<file path="src/rtl/core/rfd_pkg.sv">
// ----------------------------------------------------------------------------
// rfd_pkg
// Shared constants, types and helper functions for the remote-control frame
// decoder with key and mouse-button edge counters.
// ----------------------------------------------------------------------------
package rfd_pkg;

    localparam int FRAME_LENGTH   = 18;
    localparam int KEY_BITS       = 16;
    localparam int MODIFIER_MODES = 4;
    localparam int COUNT_WIDTH    = 16;

    localparam int CH_W       = 11;
    localparam int CH_LIMIT   = 660;
    localparam int SHIFT_BIT  = 4;
    localparam int CTRL_BIT   = 5;
    localparam int POS_W      = $clog2(FRAME_LENGTH + 1);
    localparam int MODE_W     = $clog2(MODIFIER_MODES);
    localparam int KEY_COL_W  = $clog2(KEY_BITS);
    localparam int IDX_W      = 7;
    localparam int KEY_COUNTERS = MODIFIER_MODES * KEY_BITS;

    localparam logic [IDX_W-1:0] MOUSE_LEFT_IDX  = IDX_W'(KEY_COUNTERS);
    localparam logic [IDX_W-1:0] MOUSE_RIGHT_IDX = IDX_W'(KEY_COUNTERS + 1);

    localparam logic [CH_W-1:0]     CENTER_RESET = CH_W'(1024);
    localparam logic [KEY_BITS-1:0] MODIFIER_MASK =
        KEY_BITS'((1 << SHIFT_BIT) | (1 << CTRL_BIT));

    localparam int S_TDATA_W = 16;
    localparam int S_TUSER_W = 3;
    localparam int M_TDATA_W = 144;
    localparam int M_TUSER_W = 1;
    localparam int M_FIELDS_W = 5 * CH_W + 4 + 5 * 16;

    typedef enum logic [1:0] {
        OP_PUSH  = 2'd0,
        OP_READ  = 2'd1,
        OP_CLEAR = 2'd2,
        OP_NONE  = 2'd3
    } t_op;

    typedef enum logic [1:0] {
        W_DECODE = 2'd0,
        W_READ   = 2'd1,
        W_CLEAR  = 2'd2,
        W_NOP    = 2'd3
    } t_work;

    typedef enum logic {
        KIND_FRAME = 1'b0,
        KIND_READ  = 1'b1
    } t_kind;

    typedef logic [FRAME_LENGTH-1:0][7:0]          t_frame;
    typedef logic [KEY_BITS-1:0][COUNT_WIDTH-1:0]  t_row;

    typedef struct packed {
        t_work              work;
        t_frame             frame;
        logic [IDX_W-1:0]   idx;
    } t_item;

    typedef struct packed {
        logic               go;
        t_work              work;
        logic [KEY_BITS-1:0] keys;
        logic [7:0]         left;
        logic [7:0]         right;
        logic [IDX_W-1:0]   idx;
    } t_cnt_upd;

    function automatic logic [MODE_W-1:0] key_mode(input logic [KEY_BITS-1:0] keys);
        return {keys[CTRL_BIT], keys[SHIFT_BIT]};
    endfunction

    function automatic logic [CH_W-1:0] centre(input logic [CH_W-1:0] raw,
                                               input logic [CH_W-1:0] offset);
        logic signed [CH_W:0] v;
        v = $signed({1'b0, raw}) - $signed({1'b0, offset});
        if (v > (CH_W+1)'(CH_LIMIT) || v < -(CH_W+1)'(CH_LIMIT)) begin
            v = '0;
        end
        return v[CH_W-1:0];
    endfunction

endpackage

</file>
<file path="src/rtl/core/remote_frame_decoder_with_key_edges.sv">
// ----------------------------------------------------------------------------
// remote_frame_decoder_with_key_edges
// Collects 18-byte remote-control frames, decodes sticks, dial, switches, mouse
// and keys, and counts rising key and mouse-button edges for readback.
// ----------------------------------------------------------------------------
// Path: an accepted beat is registered in the decode stage; a result beat
// moves on into the output register when free; others leave it without waiting.
// Throughput: one input beat per cycle, set by the single decode stage and the
// key counter row memory (one read and one write port, with write bypass),
// as long as no result beat waits in the decode stage for the output register.
// Reset: synchronous, active low; center_offset returns to 1024, the frame
// position waits for a frame start, and all edge counters and history read 0.
// ----------------------------------------------------------------------------
module remote_frame_decoder_with_key_edges (
    input  logic                            i_clk,
    input  logic                            i_rst_n,
    input  logic                            i_s_axis_tvalid,
    output logic                            o_s_axis_tready,
    // data_byte[7:0], counter_index[14:8], zero pad[15].
    input  logic [rfd_pkg::S_TDATA_W-1:0]   i_s_axis_tdata,
    // op[1:0], frame_start[2].
    input  logic [rfd_pkg::S_TUSER_W-1:0]   i_s_axis_tuser,
    output logic                            o_m_axis_tvalid,
    input  logic                            i_m_axis_tready,
    // right_horizontal[10:0], right_vertical[21:11], left_horizontal[32:22],
    // left_vertical[43:33], dial_value[54:44], switch_bits[58:55],
    // mouse_dx[74:59], mouse_dy[90:75], mouse_press[106:91],
    // key_word[122:107], count_value[138:123], zero pad[143:139].
    output logic [rfd_pkg::M_TDATA_W-1:0]   o_m_axis_tdata,
    // kind[0].
    output logic [rfd_pkg::M_TUSER_W-1:0]   o_m_axis_tuser,
    input  logic                            psel,
    input  logic                            penable,
    input  logic                            pwrite,
    input  logic [2:0]                      paddr,
    input  logic [31:0]                     pwdata,
    output logic [31:0]                     prdata,
    output logic                            pready
);
    import rfd_pkg::*;

    logic [CH_W-1:0]        r_center;
    logic                   r_s1_valid;
    t_item                  r_s1;
    logic                   r_out_valid;
    logic [M_TDATA_W-1:0]   r_out_data;
    t_kind                  r_out_kind;

    logic                   accept;
    logic                   has_result;
    logic                   out_free;
    logic                   s1_go;
    t_op                    in_op;
    logic [IDX_W-1:0]       in_idx;
    t_work                  c_work;
    t_frame                 c_frame;
    logic [MODE_W-1:0]      c_mode;
    logic [MODE_W-1:0]      rd_row;
    t_cnt_upd               upd;
    logic [COUNT_WIDTH-1:0] count;
    logic [M_FIELDS_W-1:0]  fields;
    t_frame                 b;

    assign pready = 1'b1;
    assign prdata = {{(32-CH_W){1'b0}}, r_center};

    always_ff @(posedge i_clk) begin
        if (!i_rst_n) begin
            r_center <= CENTER_RESET;
        end else if (psel && penable && pwrite && pready && !paddr[2]) begin
            r_center <= pwdata[CH_W-1:0];
        end
    end

    assign in_op  = t_op'(i_s_axis_tuser[1:0]);
    assign in_idx = i_s_axis_tdata[8 +: IDX_W];

    assign has_result = (r_s1.work == W_DECODE) || (r_s1.work == W_READ);
    assign out_free   = !r_out_valid || i_m_axis_tready;
    assign s1_go      = r_s1_valid && (!has_result || out_free);
    assign o_s_axis_tready = !r_s1_valid || s1_go;
    assign accept     = i_s_axis_tvalid && o_s_axis_tready;

    rfd_collect u_collect (
        .i_clk    (i_clk),
        .i_rst_n  (i_rst_n),
        .i_accept (accept),
        .i_op     (in_op),
        .i_byte   (i_s_axis_tdata[7:0]),
        .i_start  (i_s_axis_tuser[2]),
        .o_work   (c_work),
        .o_frame  (c_frame),
        .o_mode   (c_mode)
    );

    assign rd_row = (in_op == OP_READ) ? in_idx[KEY_COL_W +: MODE_W] : c_mode;

    assign b          = r_s1.frame;
    assign upd.go     = s1_go;
    assign upd.work   = r_s1.work;
    assign upd.keys   = {b[15], b[14]};
    assign upd.left   = b[12];
    assign upd.right  = b[13];
    assign upd.idx    = r_s1.idx;

    rfd_counters u_counters (
        .i_clk    (i_clk),
        .i_rst_n  (i_rst_n),
        .i_rd_en  (accept),
        .i_rd_row (rd_row),
        .i_upd    (upd),
        .o_count  (count)
    );

    always_comb begin
        if (r_s1.work == W_DECODE) begin
            fields = {16'd0,
                      b[15], b[14],
                      b[13], b[12],
                      b[9], b[8],
                      b[7], b[6],
                      b[5][7:4],
                      centre({b[17][2:0], b[16]}, r_center),
                      centre({b[5][3:0], b[4][7:1]}, r_center),
                      centre({b[4][0], b[3], b[2][7:6]}, r_center),
                      centre({b[2][5:0], b[1][7:3]}, r_center),
                      centre({b[1][2:0], b[0]}, r_center)};
        end else begin
            fields = {count, {(M_FIELDS_W-16){1'b0}}};
        end
    end

    always_ff @(posedge i_clk) begin
        if (!i_rst_n) begin
            r_s1_valid <= 1'b0;
        end else if (o_s_axis_tready) begin
            r_s1_valid <= accept;
        end
    end

    always_ff @(posedge i_clk) begin
        if (accept) begin
            r_s1.work  <= c_work;
            r_s1.frame <= c_frame;
            r_s1.idx   <= in_idx;
        end
    end

    always_ff @(posedge i_clk) begin
        if (!i_rst_n) begin
            r_out_valid <= 1'b0;
        end else if (s1_go && has_result) begin
            r_out_valid <= 1'b1;
        end else if (i_m_axis_tready) begin
            r_out_valid <= 1'b0;
        end
    end

    always_ff @(posedge i_clk) begin
        if (s1_go && has_result) begin
            r_out_data <= {{(M_TDATA_W-M_FIELDS_W){1'b0}}, fields};
            r_out_kind <= (r_s1.work == W_READ) ? KIND_READ : KIND_FRAME;
        end
    end

    assign o_m_axis_tvalid = r_out_valid;
    assign o_m_axis_tdata  = r_out_data;
    assign o_m_axis_tuser  = r_out_kind;

endmodule

</file>
<file path="src/rtl/core/rfd_collect.sv">
// ----------------------------------------------------------------------------
// rfd_collect
// Tracks the byte position of the current frame and gathers frame bytes in a
// shift line; classifies each accepted beat for the decode stage.
// ----------------------------------------------------------------------------
module rfd_collect (
    input  logic                        i_clk,
    input  logic                        i_rst_n,
    input  logic                        i_accept,
    input  rfd_pkg::t_op                i_op,
    input  logic [7:0]                  i_byte,
    input  logic                        i_start,
    output rfd_pkg::t_work              o_work,
    output rfd_pkg::t_frame             o_frame,
    output logic [rfd_pkg::MODE_W-1:0]  o_mode
);
    import rfd_pkg::*;

    logic [POS_W-1:0]              r_pos;
    logic [POS_W-1:0]              n_pos;
    logic [FRAME_LENGTH-2:0][7:0]  r_fb;
    logic [POS_W-1:0]              pos_eff;
    logic                          store;

    assign pos_eff = i_start ? '0 : r_pos;
    assign o_frame = {i_byte, r_fb};
    assign o_mode  = key_mode({r_fb[15], r_fb[14]});

    always_comb begin
        o_work = W_NOP;
        store  = 1'b0;
        n_pos  = r_pos;
        unique case (i_op)
            OP_PUSH: begin
                if (pos_eff == POS_W'(FRAME_LENGTH - 1)) begin
                    o_work = W_DECODE;
                    n_pos  = POS_W'(FRAME_LENGTH);
                end else if (pos_eff < POS_W'(FRAME_LENGTH - 1)) begin
                    store = 1'b1;
                    n_pos = pos_eff + POS_W'(1);
                end
            end
            OP_READ: begin
                o_work = W_READ;
            end
            OP_CLEAR: begin
                o_work = W_CLEAR;
                n_pos  = POS_W'(FRAME_LENGTH);
            end
            OP_NONE: begin
                o_work = W_NOP;
            end
            default: begin
                o_work = W_NOP;
            end
        endcase
    end

    always_ff @(posedge i_clk) begin
        if (!i_rst_n) begin
            r_pos <= POS_W'(FRAME_LENGTH);
        end else if (i_accept) begin
            r_pos <= n_pos;
        end
    end

    always_ff @(posedge i_clk) begin
        if (i_accept && store) begin
            r_fb <= {i_byte, r_fb[FRAME_LENGTH-2:1]};
        end
    end

endmodule

</file>
<file path="src/rtl/core/rfd_counters.sv">
// ----------------------------------------------------------------------------
// rfd_counters
// Key and mouse-button rising-edge counters. Key counters live in a row
// memory, one row per modifier mode, with row valid bits for clearing and a
// bypass for a read that meets a write of the same row.
// ----------------------------------------------------------------------------
module rfd_counters (
    input  logic                            i_clk,
    input  logic                            i_rst_n,
    input  logic                            i_rd_en,
    input  logic [rfd_pkg::MODE_W-1:0]      i_rd_row,
    input  rfd_pkg::t_cnt_upd               i_upd,
    output logic [rfd_pkg::COUNT_WIDTH-1:0] o_count
);
    import rfd_pkg::*;

    t_row                         r_mem [MODIFIER_MODES];
    t_row                         r_q;
    t_row                         r_wq;
    logic                         r_byp;
    logic                         r_qvalid;
    logic [MODIFIER_MODES-1:0]    r_row_valid;
    logic [KEY_BITS-1:0]          r_last [MODIFIER_MODES];
    logic [1:0][7:0]              r_last_mouse;
    logic [1:0][COUNT_WIDTH-1:0]  r_mouse_cnt;

    t_row                         cur_row;
    t_row                         new_row;
    logic [KEY_BITS-1:0]          rise;
    logic [MODE_W-1:0]            mode;
    logic                         wr_en;
    logic                         clr;
    logic [1:0]                   press_now;
    logic [1:0]                   mouse_rise;

    assign mode    = key_mode(i_upd.keys);
    assign wr_en   = i_upd.go && (i_upd.work == W_DECODE);
    assign clr     = i_upd.go && (i_upd.work == W_CLEAR);
    assign cur_row = !r_qvalid ? '0 : (r_byp ? r_wq : r_q);
    assign rise    = i_upd.keys & ~r_last[mode] & ~MODIFIER_MASK;

    assign press_now  = {i_upd.right != 8'd0, i_upd.left != 8'd0};
    assign mouse_rise = {press_now[1] && (r_last_mouse[1] == 8'd0),
                         press_now[0] && (r_last_mouse[0] == 8'd0)};

    always_comb begin
        for (int c = 0; c < KEY_BITS; c++) begin
            new_row[c] = cur_row[c] + COUNT_WIDTH'(rise[c]);
        end
    end

    always_comb begin
        if (i_upd.idx < IDX_W'(KEY_COUNTERS)) begin
            o_count = cur_row[i_upd.idx[KEY_COL_W-1:0]];
        end else if (i_upd.idx == MOUSE_LEFT_IDX) begin
            o_count = r_mouse_cnt[0];
        end else if (i_upd.idx == MOUSE_RIGHT_IDX) begin
            o_count = r_mouse_cnt[1];
        end else begin
            o_count = '0;
        end
    end

    always_ff @(posedge i_clk) begin
        if (wr_en) begin
            r_mem[mode] <= new_row;
        end
        if (i_rd_en) begin
            r_q  <= r_mem[i_rd_row];
            r_wq <= new_row;
        end
    end

    always_ff @(posedge i_clk) begin
        if (!i_rst_n) begin
            r_byp    <= 1'b0;
            r_qvalid <= 1'b0;
        end else if (i_rd_en) begin
            r_byp    <= wr_en && (mode == i_rd_row);
            r_qvalid <= !clr && ((wr_en && (mode == i_rd_row)) || r_row_valid[i_rd_row]);
        end
    end

    always_ff @(posedge i_clk) begin
        if (!i_rst_n || clr) begin
            r_row_valid  <= '0;
            r_last_mouse <= '0;
            r_mouse_cnt  <= '0;
            for (int m = 0; m < MODIFIER_MODES; m++) begin
                r_last[m] <= '0;
            end
        end else if (wr_en) begin
            r_row_valid[mode] <= 1'b1;
            r_last_mouse      <= {i_upd.right, i_upd.left};
            for (int k = 0; k < 2; k++) begin
                r_mouse_cnt[k] <= r_mouse_cnt[k] + COUNT_WIDTH'(mouse_rise[k]);
            end
            for (int m = 0; m < MODIFIER_MODES; m++) begin
                r_last[m] <= (MODE_W'(m) == mode) ? i_upd.keys : '0;
            end
        end
    end

endmodule

</file>
<file path="config.mk">
export PLATFORM = sky130hd
export DESIGN_NAME = remote_frame_decoder_with_key_edges
export DESIGN_NICKNAME = d
export VERILOG_FILES = /design/src/rtl/core/rfd_pkg.sv /design/src/rtl/core/remote_frame_decoder_with_key_edges.sv /design/src/rtl/core/rfd_collect.sv /design/src/rtl/core/rfd_counters.sv
export SDC_FILE = /design/constraint.sdc
export NUM_CORES = 2
export LEC_CHECK = 0
export ABC_AREA = 1
export BUFFER_PORTS_ARGS = -buffer_cell sky130_fd_sc_hd__buf_2
export CAP_MARGIN = 30
export CORE_MARGIN = 3
export CORE_UTILIZATION = 41
export CTS_CLUSTER_DIAMETER = 150
export DETAILED_ROUTE_END_ITERATION = 7
export PLACE_DENSITY = 0.64
export SYNTH_ARGS = -nofsm -noshare
export SYNTH_HDL_FRONTEND = slang
export SYNTH_SLANG_ARGS = --single-unit
</file>
<file path="constraint.sdc">
create_clock -name i_clk -period 146 [get_ports i_clk]
set_input_delay 43.8 -clock i_clk [delete_from_list [all_inputs] [get_ports i_clk]]
set_output_delay 43.8 -clock i_clk [all_outputs]
set_load 0.005 [all_outputs]
</file>
# --- After elaboration in Yosys (flattened, before gate mapping) ---
# Memory sizes are Yosys's and may differ from the RTL's. A register that Yosys moved wholly into a read port is not among the register bits.
# Cells that the tools add are included.
totals:
  mem_bits_ro: 0
  out_inout_bits: 180
  inputBits: 61
  ramBits: 1088
  latchBits: 0
  ff_bits: 736
  memories: 2
mem_list:
  columns: ["memory", "depth", "width", "read_ports", "rd_clocked_by_memory_dff", "write_ports", "line", "text"]
  rows:
  - ["u_counters.r_mem", 4, 256, 1, 1, 1, "rfd_counters.sv:17", "t_row r_mem [MODIFIER_MODES];"]
  - ["u_counters.r_last", 4, 16, 1, 1, 4, "rfd_counters.sv:23", "logic [KEY_BITS-1:0] r_last [MODIFIER_MODES];"]
classes:
  div: 0
  n_shift: 0
  order_cmp: 16
  mul: 0
  addsub: 22
  muxes: 39
  reduce_logical: 46
  n_bitwise: 8
  n_eq_ne: 13
op_table:
  columns: ["op", "n"]
  rows:
  - ["2-to-1 mux 256 bit", 2]
  - ["adder 16 x 1 -> 16 bit", 16]
  - ["2-to-1 mux 16 bit", 12]
  - ["binary-select mux 16 bit (select 4 bit)", 1]
  - ["> comparator 12 x 11 -> 1 bit, second input constant", 5]
  - ["< comparator 12 x 11 -> 1 bit, second input constant", 5]
  - ["subtractor 11 x 11 -> 12 bit", 5]
  - ["AND 16 bit", 1]
  - ["zero test 8 bit", 2]
  - ["NOT 16 bit", 1]
  - ["nonzero test 8 bit", 2]
  - ["2-to-1 mux 5 bit", 3]
  - ["equality test 7 bit, second input constant", 2]
  - ["logical AND 1 bit", 14]
  - ["2-to-1 mux 1 bit", 14]
  - ["logical OR 1 bit", 11]
  - ["case mux 5 bit (2 select lines)", 1]
  - ["OR reduction 2 bit", 5]
  - ["case mux 2 bit (4 select lines)", 1]
  - ["< comparator 7 bit, second input constant", 1]
  - ["equality test 2 bit, second input constant", 3]
  - ["zero test 1 bit", 6]
  - ["zero test 2 bit", 3]
  - ["< comparator 2 x 3 -> 1 bit, second input constant", 2]
  - ["18 further kinds", 26]

# --- Logic depth before layout (Yosys ltp) ---
logic_depth:
  word_depth: 10
  ltp_mapped: 19

# --- Hierarchy ---
# A second synthesis with hierarchy kept.
unflattened:
  hier_cells: 7947
  hier_area_um2: 89439.5
by_module_without_submodules:
  columns: ["mod", "cells_each", "instances", "area_each_um2"]
  rows:
  - ["rfd_counters", 6391, 1, 71293.4]
  - ["remote_frame_decoder_with_key_edges", 1341, 1, 13581.8]
  - ["rfd_collect", 215, 1, 4564.4]

# --- Worst setup path after synthesis ---
# No wires, ideal clock.
synth_timing:
  kind: "input -> output"
  startpoint: "input i_m_axis_tready"
  endpoint: "output o_s_axis_tready"
  stages: 4
  slack_ps: 58106
  arrival_ps: 44094
  cell_sequence: "inv_1 -> nand2_1 -> nor2_1 -> inv_1"
synth_via:
  elab_chain_cells: 4
synth_lines:
  columns: ["element", "line", "text"]
  rows:
  - ["from (decl)", "remote_frame_decoder_with_key_edges.sv:24", "input logic i_m_axis_tready,"]
  - ["logical OR 1 bit", "remote_frame_decoder_with_key_edges.sv:79", "assign out_free = !r_out_valid || i_m_axis_tready;"]
  - ["logical OR 1 bit", "remote_frame_decoder_with_key_edges.sv:80", "assign s1_go = r_s1_valid && (!has_result || out_free);"]
  - ["logical AND 1 bit", "remote_frame_decoder_with_key_edges.sv:80", null]
  - ["logical OR 1 bit", "remote_frame_decoder_with_key_edges.sv:81", "assign o_s_axis_tready = !r_s1_valid || s1_go;"]
  - ["to (decl)", "remote_frame_decoder_with_key_edges.sv:18", "output logic o_s_axis_tready,"]
# Every way passes these cells.

# --- Final worst setup path ---
# Same ends and word-level chain as after synthesis.

==> impl_results.md <==
- Via-per-instance ratio: 5.36
- PD cells: 13.1 mW/mm^2
- Initial core utilization: 41.3%
- Hold Buf Count CTS: 0
- Final hold violations: 0
- Top FF cell, synth: edfxtp_1
- I/O pin count: 241
- Share of cells above drive strength 1: between 10% and 20%
- Final wirelength: 210000 um
- 1st-iter DRT viols: 5506
- Clk Latency, worst-skew pair: 0.85 ns
- Reg2reg start: r_s1[152]$_DFFE_PP_
- Detail Route Antenna Nets: 0
- Drt drc: 0
- Leakage: 0.0343 uW
- Synth Cell Area: 0.0868 sq mm
- FF/Latch Area: 0.0615 sq mm
- Area Growth Syn to Fin: 11.7%
- Die W: around 470 um
- Yosys reg bits: 2074
- RSZ-0062 raised after global routing: no
- HP Class: reg2reg
- Post-synth EDFFs: 2000
- Synth Area per Inst: 12.2 sq um
- Setup CP Type: in2out
- Switch Pwr: ~290 uW
- Clock tree sinks: 2074
- Tightest Pin Transition: 1.03 ns
- Sequential Power Share: 53.3%
- CP Max Fanout: 2
- Final HPWL DP: approximately 120000 um
- Critical Path RT: 102.20 ns
- Area occupied by multi-input gates: between 0.02 and 0.025 sq mm
- WL per Instance: around 20 um
- Pre-antenna DRT Iters: 6
- Async set or reset register ratio after synthesis: 0%
- Reg2Reg Depth: 9
- CTS tree: done
- Nets: 7428
- IR drop worst, VDD: 0.0000129 V
- Crit path capture type: output pin
- Final Wtd Congestion: 0.844
- Sw frac: 22.9%
- Die area: 0.217 sq mm
- Root Driver: clkbuf_16
- Startpoint Class: primary input
- Final Critical Period: 88.33 ns
- First-pass GRT wire length: 318000 um
- Hold Crit Start: u_collect.o_frame[5]$_DFFE_PP_
- Combinational share of power: 6.6%
- Crit path to: o_s_axis_tready
- Final Cell Area: 0.0970 sq mm
- TritonCTS buffer count: 203
- Post-synth top area share: 69.2%
- Setup TNS Final: 0 ns
- Placed inst area: 0.0903 sq mm
- Rel. slew slack: 31.4%
- Post-CTS sizing: 0
- Setup Fix Bufs, Post-CTS: 0
- Post-synthesis sequential area ratio: 70.9%
- Final period utilization: between 60% and 70%
- Syn Inst Count: 7144
- Largest area contributor in the netlist: edfxtp_1
- Clock Skews: 0.0541 ns
- Data arrival, critical path: around 45 ns
- Largest net degree at the start of global routing: between 150 and 200
- Clock power frac: 40.1%
- R2R setup slack: 140.56 ns
- Synth top area cells: edfxtp_1, nor2_1, o21ai_0
- Vias: 54900
- Internal: roughly 980 uW
- CORE AREA: 0.210 sq mm
- Fillcell total: between 15000 and 20000
- Status: completed
- Die height: 466 um
- Clk buf depth: 3
- Initial antenna violation count: 10
- Ys Warns: 0
- Post-synthesis cell type count: 54
- H-Tree Depth: 4
- Vias in the first global route: 53400
- FF-to-FF End: u_counters.r_wq[216]$_DFFE_PP_
- CP startpoint: i_m_axis_tready
- Global route overflow: 0
- IO buf count: 189
- FMAX: around 11 MHz
- Final Max Slew Viols: 0
- Row count: roughly 170
- Total GRT Usage: between 10% and 20%
- Max-cap violations: 0
- Setup Viol. Count Final: 0
- Worst-path clk slew: around 0.060 ns
## worst max-delay path, stage by stage
cell,delay [ns]
buf_2,0.10
inv_1,0.10
nand2_1,0.08
nor2_1,0.22
inv_1,0.09
buf_2,0.14
## sequential cells by signal, summed over array words and instances, names as in the netlist, 4 cells and up, named ones only
signal and flops:
u_counters.r_last 56, o_m_axis_tdata 139, u_collect.o_frame 136, u_counters.r_wq 256, u_counters.r_mouse_cnt 32, r_center 11
u_counters.r_row_valid 4, r_s1 9, b 123, u_collect.r_pos 5, u_counters.r_last_mouse 16, u_counters.r_q 256
u_counters.r_mem 1024
## per-layer routing
metal / share of wire [%] / routed length, um / GRT usage [%]
met1: 42 / 88800 / 25.0
met2: 49 / 103000 / 31.7
met3: 6.2 / 13000 / 2.96
met4: 2.7 / 5600 / 5.75
met5: 0.016 / 34 / 0
## area by class of cell
cell class | instances | area share, %
diodes | 2 | 0.00516
clock inverters | 108 | 1.04
multi-input cells | 4241 | 22.5
well taps | 2805 | 3.62
clock buffers | 265 | 5.64
inverters | 480 | 1.89
flip-flops and latches | 2074 | 63.5
repair buffers | 273 | 1.88
## logic make-up (layout without fill, tap and decap cells)
| kind of cell | after synthesis | after routing | synth area share, % |
|---|---|---|---|
| and+or+nand+nor | 2579 | 2579 | 13.1 |
| DFF | 2074 | 2074 | 70.9 |
| AOI/OAI and AO/OA | 1332 | 1332 | 8.31 |
| buffers and inverters | 854 | 1126 | 4.18 |
| xor gates and xnor gates | 209 | 209 | 2.11 |
| adders and majority gates | 94 | 94 | 1.40 |
| other | 2 | 29 | 0.00865 |
## through the flow
step	hold WS (ns)	setup WS, ns	total power, uW	util (%)	std cells
after global placement	0.403	57.62	768	43.0	9865
final	0.408	57.67	1270	46.2	10200
after floorplan	0.400	58.11	754	-	7169
after detailed placement	0.405	57.66	771	43.0	9867
after global routing	0.420	57.62	1310	46.2	10200
after CTS	0.402	57.66	1280	46.1	10200
## Yosys cell counts (60+ instances only)
cell      number
edfxtp_1    2000
nor2_1      1248
o21ai_0      751
nand2_1      621
inv_1        461
nand3_1      337
o22ai_1      280
clkbuf_1     244
a21oi_1      201
xor2_1       159
or2_2         98
ha_1          89
dfxtp_1       74
nand4_1       60
## power groups by stage
stage | sequential, uW | clock (uW) | combinational (uW)
6_report | 676 | 508 | 83.4
5_1_grt | 677 | 541 | 92.8
4_1_cts | 676 | 517 | 83.0
3_5_place_dp | 688 | 0 | 82.6
3_3_place_gp | 688 | 0 | 80.4
2_1_floorplan | 696 | 0 | 57.8
## how the worst min path moves through the flow
| stage | end | cells after the start |
|---|---|---|
| 3_3_place_gp | b[7]$_DFFE_PP_ | 0 |
| 3_5_place_dp | u_collect.o_frame[79]$_DFFE_PP_ | 0 |
| 4_1_cts | b[5]$_DFFE_PP_ | 0 |
| 6_report | b[5]$_DFFE_PP_ | 0 |
| 5_1_grt | b[5]$_DFFE_PP_ | 0 |
| 2_1_floorplan | b[0]$_DFFE_PP_ | 0 |
## layout by cell type, fill, tap and decap left out, types with 30 or more instances in the layout
cell type  netlist  final
xor2_1         159    159
dfxtp_1         74     72
o21ai_1         34     33
edfxtp_1      2000   2000
ha_1            89     89
o211ai_1        30     30
buf_4           46     69
nor3_2          53     58
or2_2           98     98
o21ai_0        751    751
nor3_1          59     54
a21oi_1        201    200
xnor2_1         50     50
nand2_1        621    619
clkbuf_16        0    205
nand4_1         60     60
nor2_1        1248   1247
clkinv_1         5     45
nor2_2          33     33
clkinv_2         0     36
clkbuf_1       244     49
inv_1          461    457
nand3_1        337    337
o22ai_1        280    280
buf_2           39    189
No activity file was read; power rests on OpenSTA's default activity.
